$ cat src/hw/rtl/voxel_cdf_index_sampler_macros.svh
// assertion macros shared by the sampler rtl
// expects clk and rst in the scope of each use
`ifndef VOXEL_CDF_INDEX_SAMPLER_MACROS_SVH
`define VOXEL_CDF_INDEX_SAMPLER_MACROS_SVH

// same-cycle implication
`define VCIS_ASSERT_IMPL(name, ante, cons, msg) \
  name: assert property (@(posedge clk) disable iff (rst) (ante) |-> (cons)) \
    else $error(msg);

// next-cycle implication
`define VCIS_ASSERT_NEXT(name, ante, cons, msg) \
  name: assert property (@(posedge clk) disable iff (rst) (ante) |=> (cons)) \
    else $error(msg);

`endif

$ cat src/hw/rtl/vcis_pkg.sv
// types, constants and the row search function of the voxel cdf sampler
// no dependencies
package vcis_pkg;

  localparam int TAB_DEPTH  = 16;
  localparam int IDX_W      = $clog2(TAB_DEPTH);
  localparam int CNT_W      = $clog2(TAB_DEPTH + 1);
  localparam int PROB_BITS  = 32;
  localparam int FIFO_DEPTH = 2;
  localparam int FPTR_W     = (FIFO_DEPTH > 1) ? $clog2(FIFO_DEPTH) : 1;
  localparam int FCNT_W     = $clog2(FIFO_DEPTH + 1);

  localparam int IN_W   = 144;
  localparam int OUT_W  = 16;
  localparam int USER_W = 2;
  localparam int CIDX_W = 2;

  localparam logic [CIDX_W-1:0] REG_Z_COUNT = 2'd0;
  localparam logic [CIDX_W-1:0] REG_Y_COUNT = 2'd1;
  localparam logic [CIDX_W-1:0] REG_X_COUNT = 2'd2;

  typedef logic [PROB_BITS-1:0] prob_t;
  typedef prob_t [TAB_DEPTH-1:0] row_t;

  typedef enum logic [1:0] {
    ACT_WR_Z   = 2'd0,
    ACT_WR_Y   = 2'd1,
    ACT_WR_X   = 2'd2,
    ACT_SAMPLE = 2'd3
  } act_t;

  typedef enum logic [1:0] {
    ST_OK    = 2'd0,
    ST_ZOVER = 2'd1,
    ST_YOVER = 2'd2,
    ST_XOVER = 2'd3
  } status_t;

  typedef enum logic [2:0] {
    S_IDLE,
    S_ZSCAN,
    S_YSCAN,
    S_XSCAN,
    S_EMIT
  } back_state_t;

  // data0 holds the entry value for writes and draw_z for samples
  typedef struct packed {
    act_t             kind;
    logic [IDX_W-1:0] pos_z;
    logic [IDX_W-1:0] pos_y;
    logic [IDX_W-1:0] pos_x;
    prob_t            data0;
    prob_t            data1;
    prob_t            data2;
  } cmd_t;

  typedef struct packed {
    logic full;
    logic empty;
  } fifo_stat_t;

  typedef struct packed {
    logic [1:0]       pad;
    status_t          status;
    logic [IDX_W-1:0] column_index;
    logic [IDX_W-1:0] row_index;
    logic [IDX_W-1:0] slice_index;
  } res_t;

  typedef struct packed {
    logic             hit;
    logic [IDX_W-1:0] idx;
  } hit_t;

  function automatic logic [CNT_W-1:0] clamp_count(input logic [CNT_W-1:0] c);
    logic [CNT_W-1:0] lim;
    lim = CNT_W'(TAB_DEPTH);
    return (c > lim) ? lim : c;
  endfunction

  // first lane below n whose entry is at least the draw
  function automatic hit_t first_hit(input row_t row, input prob_t draw,
                                     input logic [CNT_W-1:0] n);
    hit_t r;
    r = '0;
    for (int l = TAB_DEPTH - 1; l >= 0; l--) begin
      if ((CNT_W'(l) < n) && (row[l] >= draw)) begin
        r.hit = 1'b1;
        r.idx = IDX_W'(l);
      end
    end
    return r;
  endfunction

endpackage

$ cat src/hw/rtl/vcis_front.sv
// input side: accepts stream transactions and turns them into queue commands
// depends on vcis_pkg
module vcis_front (
  input  logic                      s_tvalid,
  output logic                      s_tready,
  input  logic [vcis_pkg::IN_W-1:0] s_tdata,
  input  logic [vcis_pkg::USER_W-1:0] s_tuser,
  input  vcis_pkg::fifo_stat_t      q_stat,
  output logic                      q_push,
  output vcis_pkg::cmd_t            q_cmd
);
  import vcis_pkg::*;

  act_t  kind;
  prob_t entry_value;
  prob_t draw_z;

  assign kind        = act_t'(s_tuser);
  assign entry_value = s_tdata[43:12];
  assign draw_z      = s_tdata[75:44];

  assign s_tready = !q_stat.full;
  assign q_push   = s_tvalid && !q_stat.full;

  always_comb begin
    q_cmd       = '0;
    q_cmd.kind  = kind;
    q_cmd.pos_z = s_tdata[3:0];
    q_cmd.pos_y = s_tdata[7:4];
    q_cmd.pos_x = s_tdata[11:8];
    case (kind)
      ACT_SAMPLE: begin
        q_cmd.data0 = draw_z;
        q_cmd.data1 = s_tdata[107:76];
        q_cmd.data2 = s_tdata[139:108];
      end
      default: begin
        q_cmd.data0 = entry_value;
      end
    endcase
  end

endmodule

$ cat config.mk
export PLATFORM = sky130hd
export DESIGN_NAME = vcis_front
export DESIGN_NICKNAME = d
export VERILOG_FILES = /design/src/hw/rtl/voxel_cdf_index_sampler_macros.svh /design/src/hw/rtl/vcis_pkg.sv /design/src/hw/rtl/vcis_front.sv
export SDC_FILE = /design/constraint.sdc
export NUM_CORES = 1
export LEC_CHECK = 0
export ABC_AREA = 1
export ABC_CLOCK_PERIOD_IN_PS = 800
export BUFFER_PORTS_ARGS = -buffer_cell sky130_fd_sc_hd__buf_2
export CELL_PAD_IN_SITES_DETAIL_PLACEMENT = 0
export CELL_PAD_IN_SITES_GLOBAL_PLACEMENT = 1
export CORE_MARGIN = 5
export CORE_UTILIZATION = 12
export DETAILED_ROUTE_END_ITERATION = 8
export PLACE_DENSITY = 0.87
export SLEW_MARGIN = 20
export SYNTH_ARGS = -nofsm -noshare
export SYNTH_HDL_FRONTEND = slang
export SYNTH_SLANG_ARGS = --single-unit
$ cat constraint.sdc
create_clock -name vclk -period 0.8
set_input_delay 0.04 -clock vclk [all_inputs]
set_output_delay 0.04 -clock vclk [all_outputs]
set_load 0.05 [all_outputs]
==> reports/metrics.yaml <==
sta:
  hold_viol: 0
  finalMaxSlewViolations: 0
  fin_hold_ws_ps: 80.1
  fmax_mhz: 1240
  timing.final.ws_setup_ps: -7.12
  layout_worst_path_cycle_share: 1.01
  slew_headroom: 0.833
  tightest_slew_ps: 252
  period_minus_slack_ps: 807
  setup_viol: 2
  rsz0062_at_grt: "true"
detailed_routing:
  drt_first_pass_iters: 4
  drc: 0
  ant_nets: 0
  avgRoutedWirePerCell_um: 12.3
  viasPerCell: 3.83
  first_iter_violations: 70
  vias: 2352
  detail_route.wirelength_mm: 7.57
yosys:
  ys_warn_count: 0
  avgSynthCellArea_um2: 4.71
  synth.distinct_cells: 9
  ys_seq_area_frac: 0
  syn_area_um2: 1220
  synth_cells: 260
  syn_nets: 409
place:
  dpl_worst_slack_ps: -188
  gp_congestion: 0.833
  dpl.cell_count: 607
  port_buffers: 232
  hpwl_mm: 5.74
worst_setup_path:
  worstPathRequired_ps: 760
  cp.arrival_ps: 770
  critPathKind: "primary input to output port"
  crit_fanout: 8
  startpoint_type: "primary input"
  setup.worst_path.end_class: "output port"
global_route:
  grt_max_degree: 20
  grtUsageTotal: 0.103
  grt_pass1_wl_mm: 11.0
  first_global_vias: 2316
  antenna_found_initial: 0
  gr-total-overflow: 0
final_layout:
  area_growth_pct: 199
  n_antenna_cell: 0
  nNetsFinal: 632
  drive_gt1_frac: 0.740
  utilization: 0.372
  area.sequential_um2: 0
  num-fill-cells: 1012
  clkbuf_count: 0
  n_sequential_cell: 0
  final_cell_count_no_fill: 614
cts:
  post_cts_buffers: 0
  hold_buffers: 0
min_path:
  hold_class: "primary input to output port"
  holdPathStages: 0
floorplan:
  io_pins: 261
  die_y_um: 111
  num_rows: 36
  start_util: 0.124
  die_w_um: 111
  design.core.area_um2: 9860
  die-area_um2: 12300
pwr:
  power.total_mw: 2.82
  cellPowerDensity_nw_per_um2: 769
  ir_drop_uv: 307
  power_leakage_nw: 2.09
status:
  status: "finished, violations left"
  violations: "negative setup slack"
flow_run:
  drv_cap: 0
==> logic make-up after synthesis <==
logic type | synth area share
buffers and inverters | 0.387
and+or+nand+nor | 0.613
==> what timing repair did <==
item                       CTS  global route
resized for setup          170            49
gates cloned                 2             5
setup endpoints to repair   98            76
pin swaps                    2             3
==> cell usage in the layout, fill, tap and decap left out <==
cell type,count
buf_12,5
buf_16,2
buf_2,134
buf_4,36
buf_6,56
buf_8,15
clkbuf_16,3
inv_1,66
nand2_1,26
nand2_2,32
nand2_4,7
nand2_8,2
nand3_1,32
nor2_1,1
nor2_2,15
nor2_4,49
==> path summary, 6_finish.rpt <==
check             startpoint         end  slack, ps
setup / recovery  s_tuser[1]   q_cmd[11]         -7
hold / removal    s_tdata[1]  q_cmd[105]         80
==> cell usage after synthesis (all sizes together) <==
library cell	count	area share
nor2	65	0.28
nand3	32	0.13
inv	66	0.20
nand2	65	0.20
buf	32	0.18
==> per-stage QoR <==
stage | cell area [µm²] | TNS, ps
final | 3670 | -11.4
after global routing | 3670 | -340
after CTS | 3360 | -1230
after detailed placement | 2820 | -14080
after global placement | 2820 | -13140
after floorplan | 1580 | -1140
==> critical path: stages <==
cell and delay [ps]:
buf_12 120, nand2_8 120, clkbuf_16 210, nor2_4 100, buf_6 160
==> power by group <==
group          internal (mW)  switching [mW]  leakage [nW]
clock network              0               0             0
registers                  0               0             0
logic                   1.08            1.74          2.09
==> layout make-up <==
type                       count  area, µm²  share of cell area
inverter                      66        248              0.0676
multi-input combinational    164       1230               0.334
tap                          133        166              0.0454
timing repair buffer         251       2030               0.553
==> layer usage <==
layer	global-route usage	routed length, µm	vias to the layer above
met5	0	0	-
met2	0.204	3870	162
li1	-	-	1162
met1	0.116	2810	1020
met3	0.0224	827	8
met4	0.0105	62	0
(Power assumes the default switching activity.)
