--- config.mk ---
export PLATFORM = sky130hd
export DESIGN_NAME = vcis_fifo
export DESIGN_NICKNAME = d
export VERILOG_FILES = /design/src/hw/rtl/vcis_pkg.sv /design/src/hw/rtl/vcis_fifo.sv
export VERILOG_INCLUDE_DIRS = /design/src /design/src/hw/rtl
export SDC_FILE = /design/constraint.sdc
export NUM_CORES = 1
export LEC_CHECK = 0
export ABC_AREA = 0
export ABC_CLOCK_PERIOD_IN_PS = 6600
export BUFFER_PORTS_ARGS = -buffer_cell sky130_fd_sc_hd__buf_4
export CORE_MARGIN = 2
export CORE_UTILIZATION = 39
export DETAILED_ROUTE_END_ITERATION = 10
export PLACE_DENSITY_LB_ADDON = 0.3
export SETUP_SLACK_MARGIN = 0.15
export SLEW_MARGIN = 25
export SYNTH_ARGS = -nofsm -noshare
export SYNTH_HDL_FRONTEND = slang
export SYNTH_SLANG_ARGS = --single-unit
--- constraint.sdc ---
create_clock -name clk -period 6.6 [get_ports clk]
set_input_delay 0.33 -clock clk [delete_from_list [all_inputs] [get_ports clk]]
set_output_delay 0.33 -clock clk [all_outputs]
set_load 0.01 [all_outputs]
--- src/hw/rtl/voxel_cdf_index_sampler_macros.svh ---
// assertion macros shared by the sampler rtl
// expects clk and rst in the scope of each use
`ifndef VOXEL_CDF_INDEX_SAMPLER_MACROS_SVH
`define VOXEL_CDF_INDEX_SAMPLER_MACROS_SVH

// same-cycle implication
`define VCIS_ASSERT_IMPL(name, ante, cons, msg) \
  name: assert property (@(posedge clk) disable iff (rst) (ante) |-> (cons)) \
    else $error(msg);

// next-cycle implication
`define VCIS_ASSERT_NEXT(name, ante, cons, msg) \
  name: assert property (@(posedge clk) disable iff (rst) (ante) |=> (cons)) \
    else $error(msg);

`endif

--- src/hw/rtl/vcis_pkg.sv ---
// types, constants and the row search function of the voxel cdf sampler
// no dependencies
package vcis_pkg;

  localparam int TAB_DEPTH  = 16;
  localparam int IDX_W      = $clog2(TAB_DEPTH);
  localparam int CNT_W      = $clog2(TAB_DEPTH + 1);
  localparam int PROB_BITS  = 32;
  localparam int FIFO_DEPTH = 2;
  localparam int FPTR_W     = (FIFO_DEPTH > 1) ? $clog2(FIFO_DEPTH) : 1;
  localparam int FCNT_W     = $clog2(FIFO_DEPTH + 1);

  localparam int IN_W   = 144;
  localparam int OUT_W  = 16;
  localparam int USER_W = 2;
  localparam int CIDX_W = 2;

  localparam logic [CIDX_W-1:0] REG_Z_COUNT = 2'd0;
  localparam logic [CIDX_W-1:0] REG_Y_COUNT = 2'd1;
  localparam logic [CIDX_W-1:0] REG_X_COUNT = 2'd2;

  typedef logic [PROB_BITS-1:0] prob_t;
  typedef prob_t [TAB_DEPTH-1:0] row_t;

  typedef enum logic [1:0] {
    ACT_WR_Z   = 2'd0,
    ACT_WR_Y   = 2'd1,
    ACT_WR_X   = 2'd2,
    ACT_SAMPLE = 2'd3
  } act_t;

  typedef enum logic [1:0] {
    ST_OK    = 2'd0,
    ST_ZOVER = 2'd1,
    ST_YOVER = 2'd2,
    ST_XOVER = 2'd3
  } status_t;

  typedef enum logic [2:0] {
    S_IDLE,
    S_ZSCAN,
    S_YSCAN,
    S_XSCAN,
    S_EMIT
  } back_state_t;

  // data0 holds the entry value for writes and draw_z for samples
  typedef struct packed {
    act_t             kind;
    logic [IDX_W-1:0] pos_z;
    logic [IDX_W-1:0] pos_y;
    logic [IDX_W-1:0] pos_x;
    prob_t            data0;
    prob_t            data1;
    prob_t            data2;
  } cmd_t;

  typedef struct packed {
    logic full;
    logic empty;
  } fifo_stat_t;

  typedef struct packed {
    logic [1:0]       pad;
    status_t          status;
    logic [IDX_W-1:0] column_index;
    logic [IDX_W-1:0] row_index;
    logic [IDX_W-1:0] slice_index;
  } res_t;

  typedef struct packed {
    logic             hit;
    logic [IDX_W-1:0] idx;
  } hit_t;

  function automatic logic [CNT_W-1:0] clamp_count(input logic [CNT_W-1:0] c);
    logic [CNT_W-1:0] lim;
    lim = CNT_W'(TAB_DEPTH);
    return (c > lim) ? lim : c;
  endfunction

  // first lane below n whose entry is at least the draw
  function automatic hit_t first_hit(input row_t row, input prob_t draw,
                                     input logic [CNT_W-1:0] n);
    hit_t r;
    r = '0;
    for (int l = TAB_DEPTH - 1; l >= 0; l--) begin
      if ((CNT_W'(l) < n) && (row[l] >= draw)) begin
        r.hit = 1'b1;
        r.idx = IDX_W'(l);
      end
    end
    return r;
  endfunction

endpackage

--- src/hw/rtl/vcis_fifo.sv ---
// short command queue between the front and back of the sampler
// depends on vcis_pkg and the assertion macro header
`include "voxel_cdf_index_sampler_macros.svh"
module vcis_fifo (
  input  logic                 clk,
  input  logic                 rst,
  input  logic                 push,
  input  vcis_pkg::cmd_t       push_cmd,
  input  logic                 pop,
  output vcis_pkg::cmd_t       pop_cmd,
  output vcis_pkg::fifo_stat_t stat
);
  import vcis_pkg::*;

  cmd_t              slots [FIFO_DEPTH];
  logic [FPTR_W-1:0] wr_ptr;
  logic [FPTR_W-1:0] rd_ptr;
  logic [FCNT_W-1:0] count;

  function automatic logic [FPTR_W-1:0] bump(input logic [FPTR_W-1:0] p);
    return (p == FPTR_W'(FIFO_DEPTH - 1)) ? '0 : p + 1'b1;
  endfunction

  assign stat.full  = (count == FCNT_W'(FIFO_DEPTH));
  assign stat.empty = (count == '0);
  assign pop_cmd    = slots[rd_ptr];

  always_ff @(posedge clk) begin
    if (push) begin
      slots[wr_ptr] <= push_cmd;
    end
  end

  always_ff @(posedge clk) begin
    if (rst) begin
      wr_ptr <= '0;
      rd_ptr <= '0;
      count  <= '0;
    end else begin
      if (push) begin
        wr_ptr <= bump(wr_ptr);
      end
      if (pop) begin
        rd_ptr <= bump(rd_ptr);
      end
      if (push && !pop) begin
        count <= count + 1'b1;
      end else if (pop && !push) begin
        count <= count - 1'b1;
      end
    end
  end

  `VCIS_ASSERT_IMPL(a_no_overflow, push, !stat.full, "push into full queue")
  `VCIS_ASSERT_IMPL(a_no_underflow, pop, !stat.empty, "pop from empty queue")
  `VCIS_ASSERT_NEXT(a_count_up, push && !pop, count == $past(count) + 1'b1, "queue count lost a push")

endmodule

==> results.txt, run 1 <==
- Result of the run: completed
* VDD IR-drop max: approximately 0.30 mV
- Of the synthesized area, sequential elements account for roughly 82%.
* Detailed-route via count: approximately 4600
- Setup repair after global routing left no endpoint under its margin.
- Area after detailed placement: approximately 10000 µm²
* Number of I/O pins: between 200 and 250
- Post-DRT Antenna Nets: 0
* Number of diodes added for antenna fixing: 0
* Number of maximum-capacitance violations: 0
- After layout, the worst path uses about 46% of the clock period.
- The first global-routing pass estimated about 26000 µm of wire.
- After detailed routing, the number of remaining DRC violations is 0.
* Cells resized by post-CTS repair: 0
* TritonCTS clock tree: built
* WP data arrival: roughly 2.7 ns
* Total number of H-tree levels: 1
* Setup total negative slack: 0 ns
- Number of max-slew violations in the final report: 0
- Of the cells placed in the final design, the portion with a size suffix greater than 1 is between 50% and 60%.
- Synth cell types: 17
- At the end of the flow, the number of nets in the layout was 833.
* Global placer's final weighted congestion: approximately 0.69
- CTS sink count: between 200 and 250
- For the final database, setup skew stands at 0.00930 ns.
- In this run the worst path has a maximum fanout of 59.
* Clock transition at the registers of the reported paths: ~0.06 ns
- For the worst setup path, the data required time is between 6 and 7 ns.
- Post-Synthesis Net Count: between 400 and 500
* Setup Buffers After CTS: 0
- Detailed-route wire length: 16500 µm
- Slack of the worst reg-to-reg path: about 4.4 ns
* DRT iter0 DRCs: approximately 170
- The initial antenna violation count came to 0.
- Mean instance size in the synthesized netlist: around 22 µm²
- Worst slew margin relative to its limit: about 46%
* Final Instance Area: about 12000 µm²
- The clock passes through at most 3 buffers.
- Minimum period implied by the final worst setup slack: just over 3 ns
- Fill cells in the final layout number around 1600.
- For the worst-skew pair, the clock arrives at the later sink with an insertion delay of 0.50 ns.
- For this design the ratio of total power to cell area is approximately 290 nW/µm².
- Crit path capture type: output port
* Worst setup path category: reg2out
- #FFs+latches synth: roughly 230
* Die Ht: 149 µm
- Mapped Area: between 8000 and 9000 µm²
- After detailed routing, the average wire length per cell comes to around 16 µm.
* Final number of hold-violating endpoints: 0
- In this run the core area contains 52 standard-cell rows.
* Avg Vias per Cell: 4.56
* Storage cell area: 6710 µm²
- Largest net degree at the start of global routing: 60
- Hold Buf Count CTS: ~110
* Category of the worst setup path launch point: register
* Min-delay worst type: in2reg
- Floorplan Core Area: 20400 µm²
* Multi-input combinational cell area: around 1400 µm²
- The number of global-route vias before repair came to 5030.
- Before antenna repair, the detailed router went through 4 iterations.
* Fmax: approximately 330 MHz
- Buffers added on ports: 225
* Aggregate global routing overflow: 0
- Die area: between 20000 and 25000 µm²
- After legalization and detailed placement, the total HPWL measured ~10000 µm.
* P&R area growth vs syn: 47.1%
- Initial cell density of the core: about 40%
* Die boundary width: 149 µm
- For this run, the number of Yosys warnings is 0.
- Final setup viols: 0
- Clock tree synthesis selected as its root buffer the cell sky130_fd_sc_hd__clkbuf_16.
- Clock tree synthesis inserted a total of 24 buffers.
- Leak Pwr: approximately 4.5 nW
- Overall Power: ~3.5 mW
- The cell count after synthesis came out at around 360.
- GRT Resource Usage Total: 14.7%
- At the pin with the least slew margin, the transition time is roughly 0.81 ns.
through the flow:
step,hold WS (ns),instances,setup WS [ns],util [%]
floorplan,0.399,364,0.813,-
global placement,0.473,851,4.08,49.6
detailed placement,0.505,851,4.06,49.6
CTS,0.0813,1006,3.51,58.9
global route,0.0917,1006,3.39,58.9
finish,0.106,1006,3.54,58.9
per-layer routing:
layer  GRT usage, %  wire (µm)
met3           5.05       1320
met4           4.14        362
met5              0          0
met1           16.5       6230
met2           26.6       8600
registers in the layout, indices dropped and copies added (netlist names), named ones only:
register	cells
count	2
rd_ptr	1
slots	220
wr_ptr	1
path summary, 6_finish.rpt:
path,startpoint,end,cells past startpoint
worst max register to register,wr_ptr,slots[0][27],3
worst min-delay path,pop,rd_ptr,3
worst max-delay path,register,pop_cmd[15],3
worst min register to register,count[1],count[1],2
area by class of cell:
type	instances	share of cell area, %
clock inverter	13	1.05
timing repair buffer	340	23.5
sequential	225	55.8
multi-input combinational	126	11.2
tap	270	2.81
inverter	1	0.0312
clock buffer	31	5.55
worst max-delay path, cell delays in order, from the launching register on:
cell and delay, ns:
sky130_fd_sc_hd__dfxtp_4 0.79, sky130_fd_sc_hd__buf_4 0.73, sky130_fd_sc_hd__mux2_2 0.43, sky130_fd_sc_hd__buf_4 0.15
synthesized netlist by cell type:
cell type / n / area [µm²]
sky130_fd_sc_hd__and2_1: 1 / 6.26
sky130_fd_sc_hd__buf_6: 10 / 113
sky130_fd_sc_hd__dfxtp_1: 5 / 100
sky130_fd_sc_hd__nor2_1: 5 / 18.8
sky130_fd_sc_hd__xnor2_1: 2 / 17.5
sky130_fd_sc_hd__edfxtp_1: 220 / 6610
sky130_fd_sc_hd__and2b_2: 1 / 8.76
sky130_fd_sc_hd__inv_1: 1 / 3.75
sky130_fd_sc_hd__ha_1: 1 / 12.5
sky130_fd_sc_hd__nor2b_1: 1 / 6.26
sky130_fd_sc_hd__a21oi_1: 1 / 5.00
sky130_fd_sc_hd__mux2_2: 110 / 1240
sky130_fd_sc_hd__or3_1: 1 / 6.26
sky130_fd_sc_hd__buf_2: 1 / 5.00
sky130_fd_sc_hd__o21ai_0: 1 / 5.00
sky130_fd_sc_hd__buf_4: 1 / 7.51
sky130_fd_sc_hd__xor2_1: 2 / 17.5
layout by cell type (no fill, tap or decap), drive strengths merged:
cell	n
a21oi	1
and2	1
and2b	1
buf	229
bufinv	2
clkbuf	31
clkinv	9
clkinvlp	1
dfxtp	5
dlygate4sd3	111
edfxtp	220
ha	1
inv	2
mux2	110
nor2	5
nor2b	1
o21ai	1
or3	1
xnor2	2
xor2	2
kinds of logic after synthesis:
| logic type | after synthesis | synth area share, % |
|---|---|---|
| flops | 225 | 82.0 |
| mux | 110 | 15.1 |
| buf+inv | 13 | 1.58 |
| simple gates | 9 | 0.566 |
| xor+xnor | 4 | 0.428 |
| compound gates | 2 | 0.122 |
| fa+ha+maj | 1 | 0.153 |
where the power goes:
part / total, mW / switching [mW] / leakage [nW] / internal, mW
logic: 0.443 / 0.188 / 2.04 / 0.255
clock network: 1.31 / 0.517 / 0.391 / 0.795
registers: 1.70 / 0.0318 / 2.11 / 1.67
total: 3.46 / 0.736 / 4.53 / 2.72
Note: power is estimated with default switching activity, not from simulation.
==> inputs of run 2 (changes only) <==
--- a/config.mk
+++ b/config.mk
@@ -7,7 +7,7 @@
 export NUM_CORES = 1
 export LEC_CHECK = 0
 export ABC_AREA = 0
-export ABC_CLOCK_PERIOD_IN_PS = 6600
+export ABC_CLOCK_PERIOD_IN_PS = 2500
 export BUFFER_PORTS_ARGS = -buffer_cell sky130_fd_sc_hd__buf_4
 export CORE_MARGIN = 2
 export CORE_UTILIZATION = 39
==> constraint.sdc (replaced) <==
create_clock -name clk -period 2.5 [get_ports clk]
set_input_delay 0.125 -clock clk [delete_from_list [all_inputs] [get_ports clk]]
set_output_delay 0.125 -clock clk [all_outputs]
set_load 0.01 [all_outputs]
==> results.txt, run 2 (synthesis results as in run 1) <==
- Result of the run: completed (unchanged)
- The switching share of power was 20.8% (was 21.3%).
* Clock transition at the registers of the reported paths: 0.06 ns (about the same)
- Clock Tree Root: sky130_fd_sc_hd__clkbuf_16 (unchanged)
- The actual slew at the worst max-slew pin was 0.626 ns (was 0.808 ns).
- Final number of hold-violating endpoints: 0 (unchanged)
* Number of remaining DRC errors: 0 (unchanged)
- The number of global-route vias before repair was 5006 (was 5030).
- The number of vias per cell is 4.60 (was 4.56).
- The worst-case clock skew is 0.0136 ns (was 0.00930 ns).
- The leading cell type in the layout, fill and taps excluded is sky130_fd_sc_hd__buf_4 (unchanged).
- Hold WS: 0.110 ns (was 0.106 ns)
- The required time of the critical path came to 2.38 ns (was 6.27 ns).
- Crit path capture type: output port (unchanged)
* Unrepaired setup endpoints after global routing: no (unchanged)
- The final routed wirelength across all metal layers is 16600 µm (was 16500 µm).
- The number of buffers added for setup after CTS was 0 (unchanged).
- The part of the total power dissipated in the clock network is 37.7% (was 38.0%).
- The relative contribution of sequential cells to total power was 48.9% (was 49.2%).
* Number of diodes added for antenna fixing: 0 (unchanged)
* Die area: 22100 µm² (unchanged)
- Worst setup path category: reg2out (unchanged)
- Highest net fanout along the worst path: 63 (was 59)
- The initial antenna violation count is 0 (unchanged).
- Average wire per standard cell: 16.5 µm (was 16.4 µm)
- The flip-flop count of the largest register, all copies and words added is 220 (unchanged).
* Die boundary width: 149 µm (unchanged)
- Largest registers: slots (220), count (2) (unchanged).
- The total via count after detailed routing was 4629 (was 4587).
- Die Ht: 149 µm (unchanged)
- The relative area change from synthesis to final layout came to 47.8% (was 47.1%).
- Final setup viols: 0 (unchanged)
- The total of fill cells in the finished design came to 1477 (was 1563).
- Largest net degree at the start of global routing: 111 (was 60)
- First-pass GRT wire length: 24800 µm (was 25700 µm)
- Int Power: 7.23 mW (was 2.72 mW)
- Fin util: 59.2% (was 58.9%)
- Min-delay worst type: in2reg (unchanged)
- The sum of overflow across all layers after global routing was 0 (unchanged).
- Comb power frac: 13.4% (was 12.8%)
- The worst voltage drop across the vdd grid was 0.598 mV (was 0.299 mV).
- Number of I/O pins: 226 (unchanged)
- The type of element launching the critical path is a register (unchanged).
- The layout net count is 836 (was 833).
- The clock network latency to the later pin of the worst-skew pair came to 0.50 ns (about the same).
- The power density normalized to cell area was 755 nW/µm² (was 287 nW/µm²).
- The leakage power figure came to 4.55 nW (was 4.53 nW).
- Initial cell density of the core: 40.0% (unchanged)
* Worst slew margin relative to its limit: 58.3% (was 46.2%)
* Detailed-router iteration count before antenna repair: 4 (unchanged)
* Fin crit share: between 70% and 80%
* DP Wirelength: 9570 µm (was 10300 µm)
- The count of nets left with antenna violations after detail routing came to 0 (unchanged).
- The core footprint is 20400 µm² (unchanged).
- The count of final max-slew check failures came to 0 (unchanged).
- Most used cells in the layout excluding fill and tap cells: sky130_fd_sc_hd__buf_4, sky130_fd_sc_hd__edfxtp_1, sky130_fd_sc_hd__dlygate4sd3_1 (unchanged)
- GRT Resource Usage Total: 14.2% (was 14.7%)
- The final total negative setup slack came to 0 ns (unchanged).
- The data arrival time of the critical path came to 1.78 ns (was 2.73 ns).
- Fmax: between 500 and 600 MHz
- Most flop-heavy register: slots (unchanged)
* Buffers added on ports: 225 (unchanged)
- Minimum period implied by the final worst setup slack: between 1.5 and 2 ns
- The TritonCTS clock tree is built (unchanged).
- Global placer's final weighted congestion: 0.705 (was 0.687)
- The max-capacitance violation count was 0 (unchanged).
- DRT iter0 DRCs: 139 (was 167)
* Switching power summed over all nets: 1.89 mW (was 0.736 mW)
* Std-Cell Rows: 52 (unchanged)
- CTS sink count: 225 (unchanged)
- The share of post-route cells with drive strength above 1 was 51.3% (was 51.8%).
- Number of buffers added by the clock tree synthesis step: 24 (unchanged)
- The H-tree depth is 1 (unchanged).
- The deepest clock path buffer count is 3 (unchanged).
-- run 2: cell types whose count changed in the layout (fill, tap and decap cells not counted) --
cell / previous run / this run
sky130_fd_sc_hd__buf_12: 0 / 4
sky130_fd_sc_hd__buf_4: 229 / 226
sky130_fd_sc_hd__bufinv_16: 2 / 3
sky130_fd_sc_hd__clkbuf_1: 4 / 8
sky130_fd_sc_hd__clkbuf_8: 2 / 0
sky130_fd_sc_hd__clkinv_1: 2 / 1
sky130_fd_sc_hd__clkinv_4: 2 / 0
sky130_fd_sc_hd__clkinvlp_4: 1 / 0
sky130_fd_sc_hd__dfxtp_1: 4 / 3
sky130_fd_sc_hd__dfxtp_2: 0 / 1
sky130_fd_sc_hd__dlygate4sd3_1: 111 / 113
sky130_fd_sc_hd__inv_6: 1 / 0
-- run 2: path summary, 6_finish.rpt --
path / slack (ns) / depth (start not counted) / startpoint / to
hold reg to reg: 0.51 / 2 / rd_ptr / register
setup / recovery: 0.60 / 3 / register / pop_cmd[86]
hold / removal: 0.11 / 4 / push / count[0]
setup reg to reg: 1.06 / 2 / wr_ptr / slots[1][36]
-- run 2: what timing repair did --
item / 4_1_cts / 5_1_grt
hold buffers: 113 / 0
hold endpoints to repair: 225 / 0
resized for setup: 0 / 0
-- run 2: area by class of cell --
class                      instances  area [µm²]  area share [%]
clock inverter                     9         119           0.983
multi-input combinational        126        1350            11.2
inverter                           1        3.75          0.0311
timing repair buffer             343        2910            24.1
sequential                       225        6710            55.5
clock buffer                      33         656            5.42
tap                              270         338            2.79
-- run 2: metal layers --
layer | part of all wire, % | routed length (µm) | up-vias | track usage (%)
met5 | 0 | 0 | - | 0
met4 | 1.9 | 321 | 0 | 3.76
met3 | 6.6 | 1100 | 26 | 3.39
met2 | 50 | 8360 | 184 | 25.8
met1 | 41 | 6830 | 2268 | 16.8
li1 | - | - | 2151 | -
-- run 2: per-stage QoR --
step                area [µm²]  instances  total power, mW  setup WS, ns
floorplan                 8190        364             5.06         0.120
global placement         10200        852             5.59          1.08
detailed placement       10200        852             5.62          1.08
CTS                      12100       1007             9.24         0.567
global route             12100       1007             9.48         0.511
finish                   12100       1007             9.13         0.600
-- run 2: power groups by stage --
stage / combinational [mW] / clock, mW / sequential (mW)
2_1_floorplan: 0.534 / 0 / 4.53
3_3_place_gp: 1.07 / 0 / 4.52
3_5_place_dp: 1.09 / 0 / 4.54
4_1_cts: 1.24 / 3.54 / 4.46
5_1_grt: 1.31 / 3.70 / 4.47
6_report: 1.22 / 3.44 / 4.46
-- run 2: worst max-delay path, cell delays in order (launching register included) --
cell	delay (ns)
sky130_fd_sc_hd__dfxtp_4	0.37
sky130_fd_sc_hd__buf_12	0.29
sky130_fd_sc_hd__mux2_2	0.41
sky130_fd_sc_hd__buf_4	0.15
==> inputs of run 3 (changes only) <==
--- a/config.mk
+++ b/config.mk
@@ -6,8 +6,8 @@
 export SDC_FILE = /design/constraint.sdc
 export NUM_CORES = 1
 export LEC_CHECK = 0
-export ABC_AREA = 0
-export ABC_CLOCK_PERIOD_IN_PS = 2500
+export ABC_AREA = 1
+export ABC_CLOCK_PERIOD_IN_PS = 1600
 export BUFFER_PORTS_ARGS = -buffer_cell sky130_fd_sc_hd__buf_4
 export CORE_MARGIN = 2
 export CORE_UTILIZATION = 39
==> constraint.sdc (replaced) <==
create_clock -name clk -period 1.6 [get_ports clk]
set_input_delay 0.08 -clock clk [delete_from_list [all_inputs] [get_ports clk]]
set_output_delay 0.08 -clock clk [all_outputs]
set_load 0.01 [all_outputs]
==> results.txt, run 3 <==
* Share of synthesized registers carrying an async set or reset: 0% (unchanged)
- The final setup violation count was 110 (was 0).
* Clock insertion delay at the later pin of the skew report: 0.51 ns (was 0.50 ns)
* Power density over the cells: 1110 nW/µm² (was 755 nW/µm²)
- The instance count of the mapped netlist is 375 (was 364).
* Longest individual stage delay on the worst path: 0.40 ns (was 0.41 ns)
- Number of antenna violations at the first check in global routing: 0 (unchanged)
- The number of top-level design ports came to 226 (unchanged).
* Minimum period implied by the final worst setup slack: around 1.8 ns
* Share of the synthesized area in the top cell type: 76.3% (was 80.8%)
- The leading cell type in the layout, fill and taps excluded is sky130_fd_sc_hd__edfxtp_1 (was sky130_fd_sc_hd__buf_4).
- Warnings, synthesis: 0 (unchanged)
- The number of DRC violations after detailed routing was 0 (unchanged).
* XOR/XNOR share of the synthesized area: 0.101% (was 0.428%)
- The count of nets left with antenna violations after detail routing was 0 (unchanged).
- The count of different cell masters after synthesis came to 17 (unchanged).
* Largest family of logic cells by synthesized area: multiplexers (unchanged)
- The family with the most delay on the worst path is buffers and inverters (unchanged).
- The share of post-route cells with drive strength above 1 came to 51.2% (was 51.3%).
* Library cell occupying the most area in the post-synthesis netlist: sky130_fd_sc_hd__edfxtp_1 (unchanged)
* Crit path capture type: output port (unchanged)
- Clock transition at the registers of the reported paths: 0.06 ns (about the same)
* Clock Tree Root: sky130_fd_sc_hd__clkbuf_16 (unchanged)
- Critical path data required time: 1.52 ns (was 2.38 ns)
- Worst setup path category: reg2out (unchanged)
* Hold path startpoint: push_cmd[96] (was push)
- Aggregate global routing overflow: 0 (unchanged)
- Destination of the worst register-to-register timing path: slots[1][51] (was slots[1][36])
- The H-tree depth is 1 (unchanged).
* Top cells by area in the synthesized netlist: sky130_fd_sc_hd__edfxtp_1, sky130_fd_sc_hd__mux2_4, sky130_fd_sc_hd__buf_12 (was sky130_fd_sc_hd__edfxtp_1, sky130_fd_sc_hd__mux2_2, sky130_fd_sc_hd__buf_6)
- Most common cell in the synthesized netlist: sky130_fd_sc_hd__edfxtp_1 (unchanged)
- Initial cell density of the core: 39.7% (was 40.0%)
- The number of global-route vias before repair is 5108 (was 5006).
- The checks that failed: setup timing.
- The buffers plus inverters on the worst setup path was 3 (was 2).
* DP Wirelength: 10800 µm (was 9570 µm)
- Fmax: between 500 and 600 MHz
- Buffers added on ports: 225 (unchanged)
- The worst setup slack for register-to-register paths came to 0.29 ns (was 1.06 ns).
- Min-delay worst type: in2reg (unchanged)
- Die area: 23400 µm² (was 22100 µm²)
- Chain of cells forming the critical path: buf_8, clkbuf_16, mux2_4, buf_4 (was buf_12, mux2_2, buf_4).
- Logic depth of the worst setup path including buffers: 4 (was 3)
- Die boundary width: 153 µm (was 149 µm)
- The number of standard-cell rows in the floorplan was 54 (was 52).
- Fin crit share: 111%
- Die Ht: 153 µm (was 149 µm)
- The number of buffers inserted during clock tree synthesis is 23 (was 24).
- Net count, final: 863 (was 836)
- TritonCTS clock tree: built (unchanged)
- Cell types with the highest counts after synthesis: sky130_fd_sc_hd__edfxtp_1, sky130_fd_sc_hd__mux2_4, sky130_fd_sc_hd__buf_12, sky130_fd_sc_hd__mux2_2, sky130_fd_sc_hd__inv_1 (was sky130_fd_sc_hd__edfxtp_1, sky130_fd_sc_hd__mux2_2, sky130_fd_sc_hd__buf_6, sky130_fd_sc_hd__dfxtp_1, sky130_fd_sc_hd__nor2_1).
- Final number of hold-violating endpoints: 0 (unchanged)
* Most used cells in the layout excluding fill and tap cells: sky130_fd_sc_hd__edfxtp_1, sky130_fd_sc_hd__buf_4, sky130_fd_sc_hd__dlygate4sd3_1 (was sky130_fd_sc_hd__buf_4, sky130_fd_sc_hd__edfxtp_1, sky130_fd_sc_hd__dlygate4sd3_1)
- The endpoint of the worst setup timing path is pop_cmd[30] (was pop_cmd[86]).
- The mux contribution to synthesized area came to 18.6% (was 15.1%).
- The actual slew at the worst max-slew pin was 0.393 ns (was 0.626 ns).
* Area fraction in and, or, nand and nor cells after synthesis: 0.708% (was 0.566%)
- The share of the yosys chip area belonging to registers came to 77.4% (was 82.0%).
- Share of the synthesized area in compound gates (AO/OA/AOI/OAI): 0.116% (was 0.122%)
* Result of the run: finished, violations left (was completed)
- Most flop-heavy register: slots (unchanged)
* DRT iter0 DRCs: 222 (was 139)
- The register bit count reported by yosys is 225 (unchanged).
- The deepest clock path buffer count is 3 (unchanged).
- The total via count after detailed routing came to 4710 (was 4629).
- The adder-cell share of the synthesized area came to 0.144% (was 0.153%).
- Unrepaired setup endpoints after global routing: yes (was no).
* Number of flip-flops under the largest register name: 220 (unchanged)
- The final routed wirelength across all metal layers was 18300 µm (was 16600 µm).
- The core footprint is 21800 µm² (was 20400 µm²).
- WP data arrival: 1.69 ns (was 1.78 ns)
- The worst slew slack as a fraction of its limit is 73.8% (was 58.3%).
* Category of the worst setup path launch point: register (unchanged)
- The synthesized area per cell was 23.1 µm² (was 22.5 µm²).
- The cell with the largest stage delay on the worst path was sky130_fd_sc_hd__dfxtp_4 (was sky130_fd_sc_hd__mux2_2).
- Startpoint of the worst-slack reg-to-reg timing path: wr_ptr (unchanged)
- Average wire per standard cell: 17.5 µm (was 16.5 µm)
* Avg Vias per Cell: 4.51 (was 4.60)
- Number of maximum-capacitance violations: 0 (unchanged)
- The count of final max-slew check failures was 0 (unchanged).
* Detailed-router iteration count before antenna repair: 4 (unchanged)
- Post-Synthesis Net Count: 490 (was 479)
* Leading register cell type out of synthesis: sky130_fd_sc_hd__edfxtp_1 (unchanged)
* Highest net fanout along the worst path: 5 (was 63)
- Largest registers: slots (220), count (2) (unchanged).
- Smallest setup slack after layout: -0.171 ns (was 0.600 ns)
* First-pass GRT wire length: 27700 µm (was 24800 µm)
* P&R area growth vs syn: 51.0% (was 47.8%)
- The worst voltage drop across the vdd grid was 0.938 mV (was 0.598 mV).
- The antenna diode count is 0 (unchanged).
* Cell Count Post-Placement: 878 (was 852)
- CTS sink count: 225 (unchanged)
- Mapped Area: 8660 µm² (was 8180 µm²)
- The final total negative setup slack is -15.33 ns (was 0 ns).
- The number of enable-type register cells in the synthesized netlist was 220 (unchanged).
- Final clock skew: 0.0159 ns (was 0.0136 ns)
* Leak Pwr: 5.18 nW (was 4.55 nW)
* Largest net degree at the start of global routing: 61 (was 111)
- GRT Resource Usage Total: 15.1% (was 14.2%)
- Global placer's final weighted congestion: 0.683 (was 0.705)
- Number of cells in the finished layout apart from fillers: 1045 (was 1007)
* R2R depth: 3 (was 2)
run 3: cell count changes in the layout (fill, tap and decap cells not counted), moves of 6 or more:
cell,before,now
sky130_fd_sc_hd__inv_1,1,8
sky130_fd_sc_hd__clkinv_1,1,7
sky130_fd_sc_hd__buf_16,0,8
sky130_fd_sc_hd__buf_4,226,167
sky130_fd_sc_hd__buf_6,0,60
sky130_fd_sc_hd__mux2_2,110,8
sky130_fd_sc_hd__mux2_4,0,102
run 3: routing by layer:
metal / routed length [µm] / GRT usage [%] / vias up
li1: - / - / 2230
met1: 7360 / 18.2 / 2306
met2: 9630 / 27.3 / 156
met3: 1070 / 3.57 / 18
met4: 249 / 3.40 / 0
met5: 0 / 0 / -
run 3: worst min path at each step:
stage | end | slack [ns] | depth (start not counted)
2_1_floorplan | wr_ptr | 0.15 | 1
3_3_place_gp | slots[0][9] | 0.26 | 1
3_5_place_dp | register | 0.26 | 2
4_1_cts | slots[0][68] | 0.27 | 2
5_1_grt | slots[1][93] | 0.28 | 2
6_report | slots[0][96] | 0.30 | 2
run 3: area by class of cell:
cell class                      instances  area [µm²]
Inverter                                9        37.5
Tap cell                              280         350
Timing Repair Buffer                  360        3520
Multi-Input combinational cell        129        1720
Clock inverter                         15         150
Clock buffer                           27         591
Sequential cell                       225        6710
Fill cell                            1596        8740
run 3: timing repair:
action | CTS | global route
cloned | 6 | 2
gates resized for setup | 71 | 1
hold buffers | 114 | 0
setup endpoints to repair | 110 | 110
buffers inserted | 3 | 0
hold endpoints to repair | 225 | 0
run 3: where the power goes:
part	internal [mW]	switching, mW
registers	6.82	0.0872
clock network	3.12	2.10
logic	1.45	0.917
run 3: per-stage QoR:
step	hold slack [ns]	cell area (µm²)	worst slack, ns	utilization (%)	power [mW]
2_1_floorplan	0.152	8680	-0.813	-	8.06
3_5_place_dp	0.265	10700	0.306	49.0	8.88
6_report	0.300	13100	-0.171	59.9	14.5
5_1_grt	0.281	13100	-0.242	59.9	15.1
3_3_place_gp	0.265	10700	0.323	49.0	8.83
4_1_cts	0.274	13000	-0.203	59.7	14.6
run 3: cells by family after synthesis:
family,Yosys count
xor+xnor,1
buf+inv,21
flops,225
simple gates,15
fa+ha+maj,1
mux,110
compound gates,2
run 3: worst reg2reg max path, cell delays in order (launching register included):
cell,delay [ns]
sky130_fd_sc_hd__dfxtp_2,0.36
sky130_fd_sc_hd__nand2_2,0.07
sky130_fd_sc_hd__clkinvlp_4,0.15
sky130_fd_sc_hd__buf_12,0.29
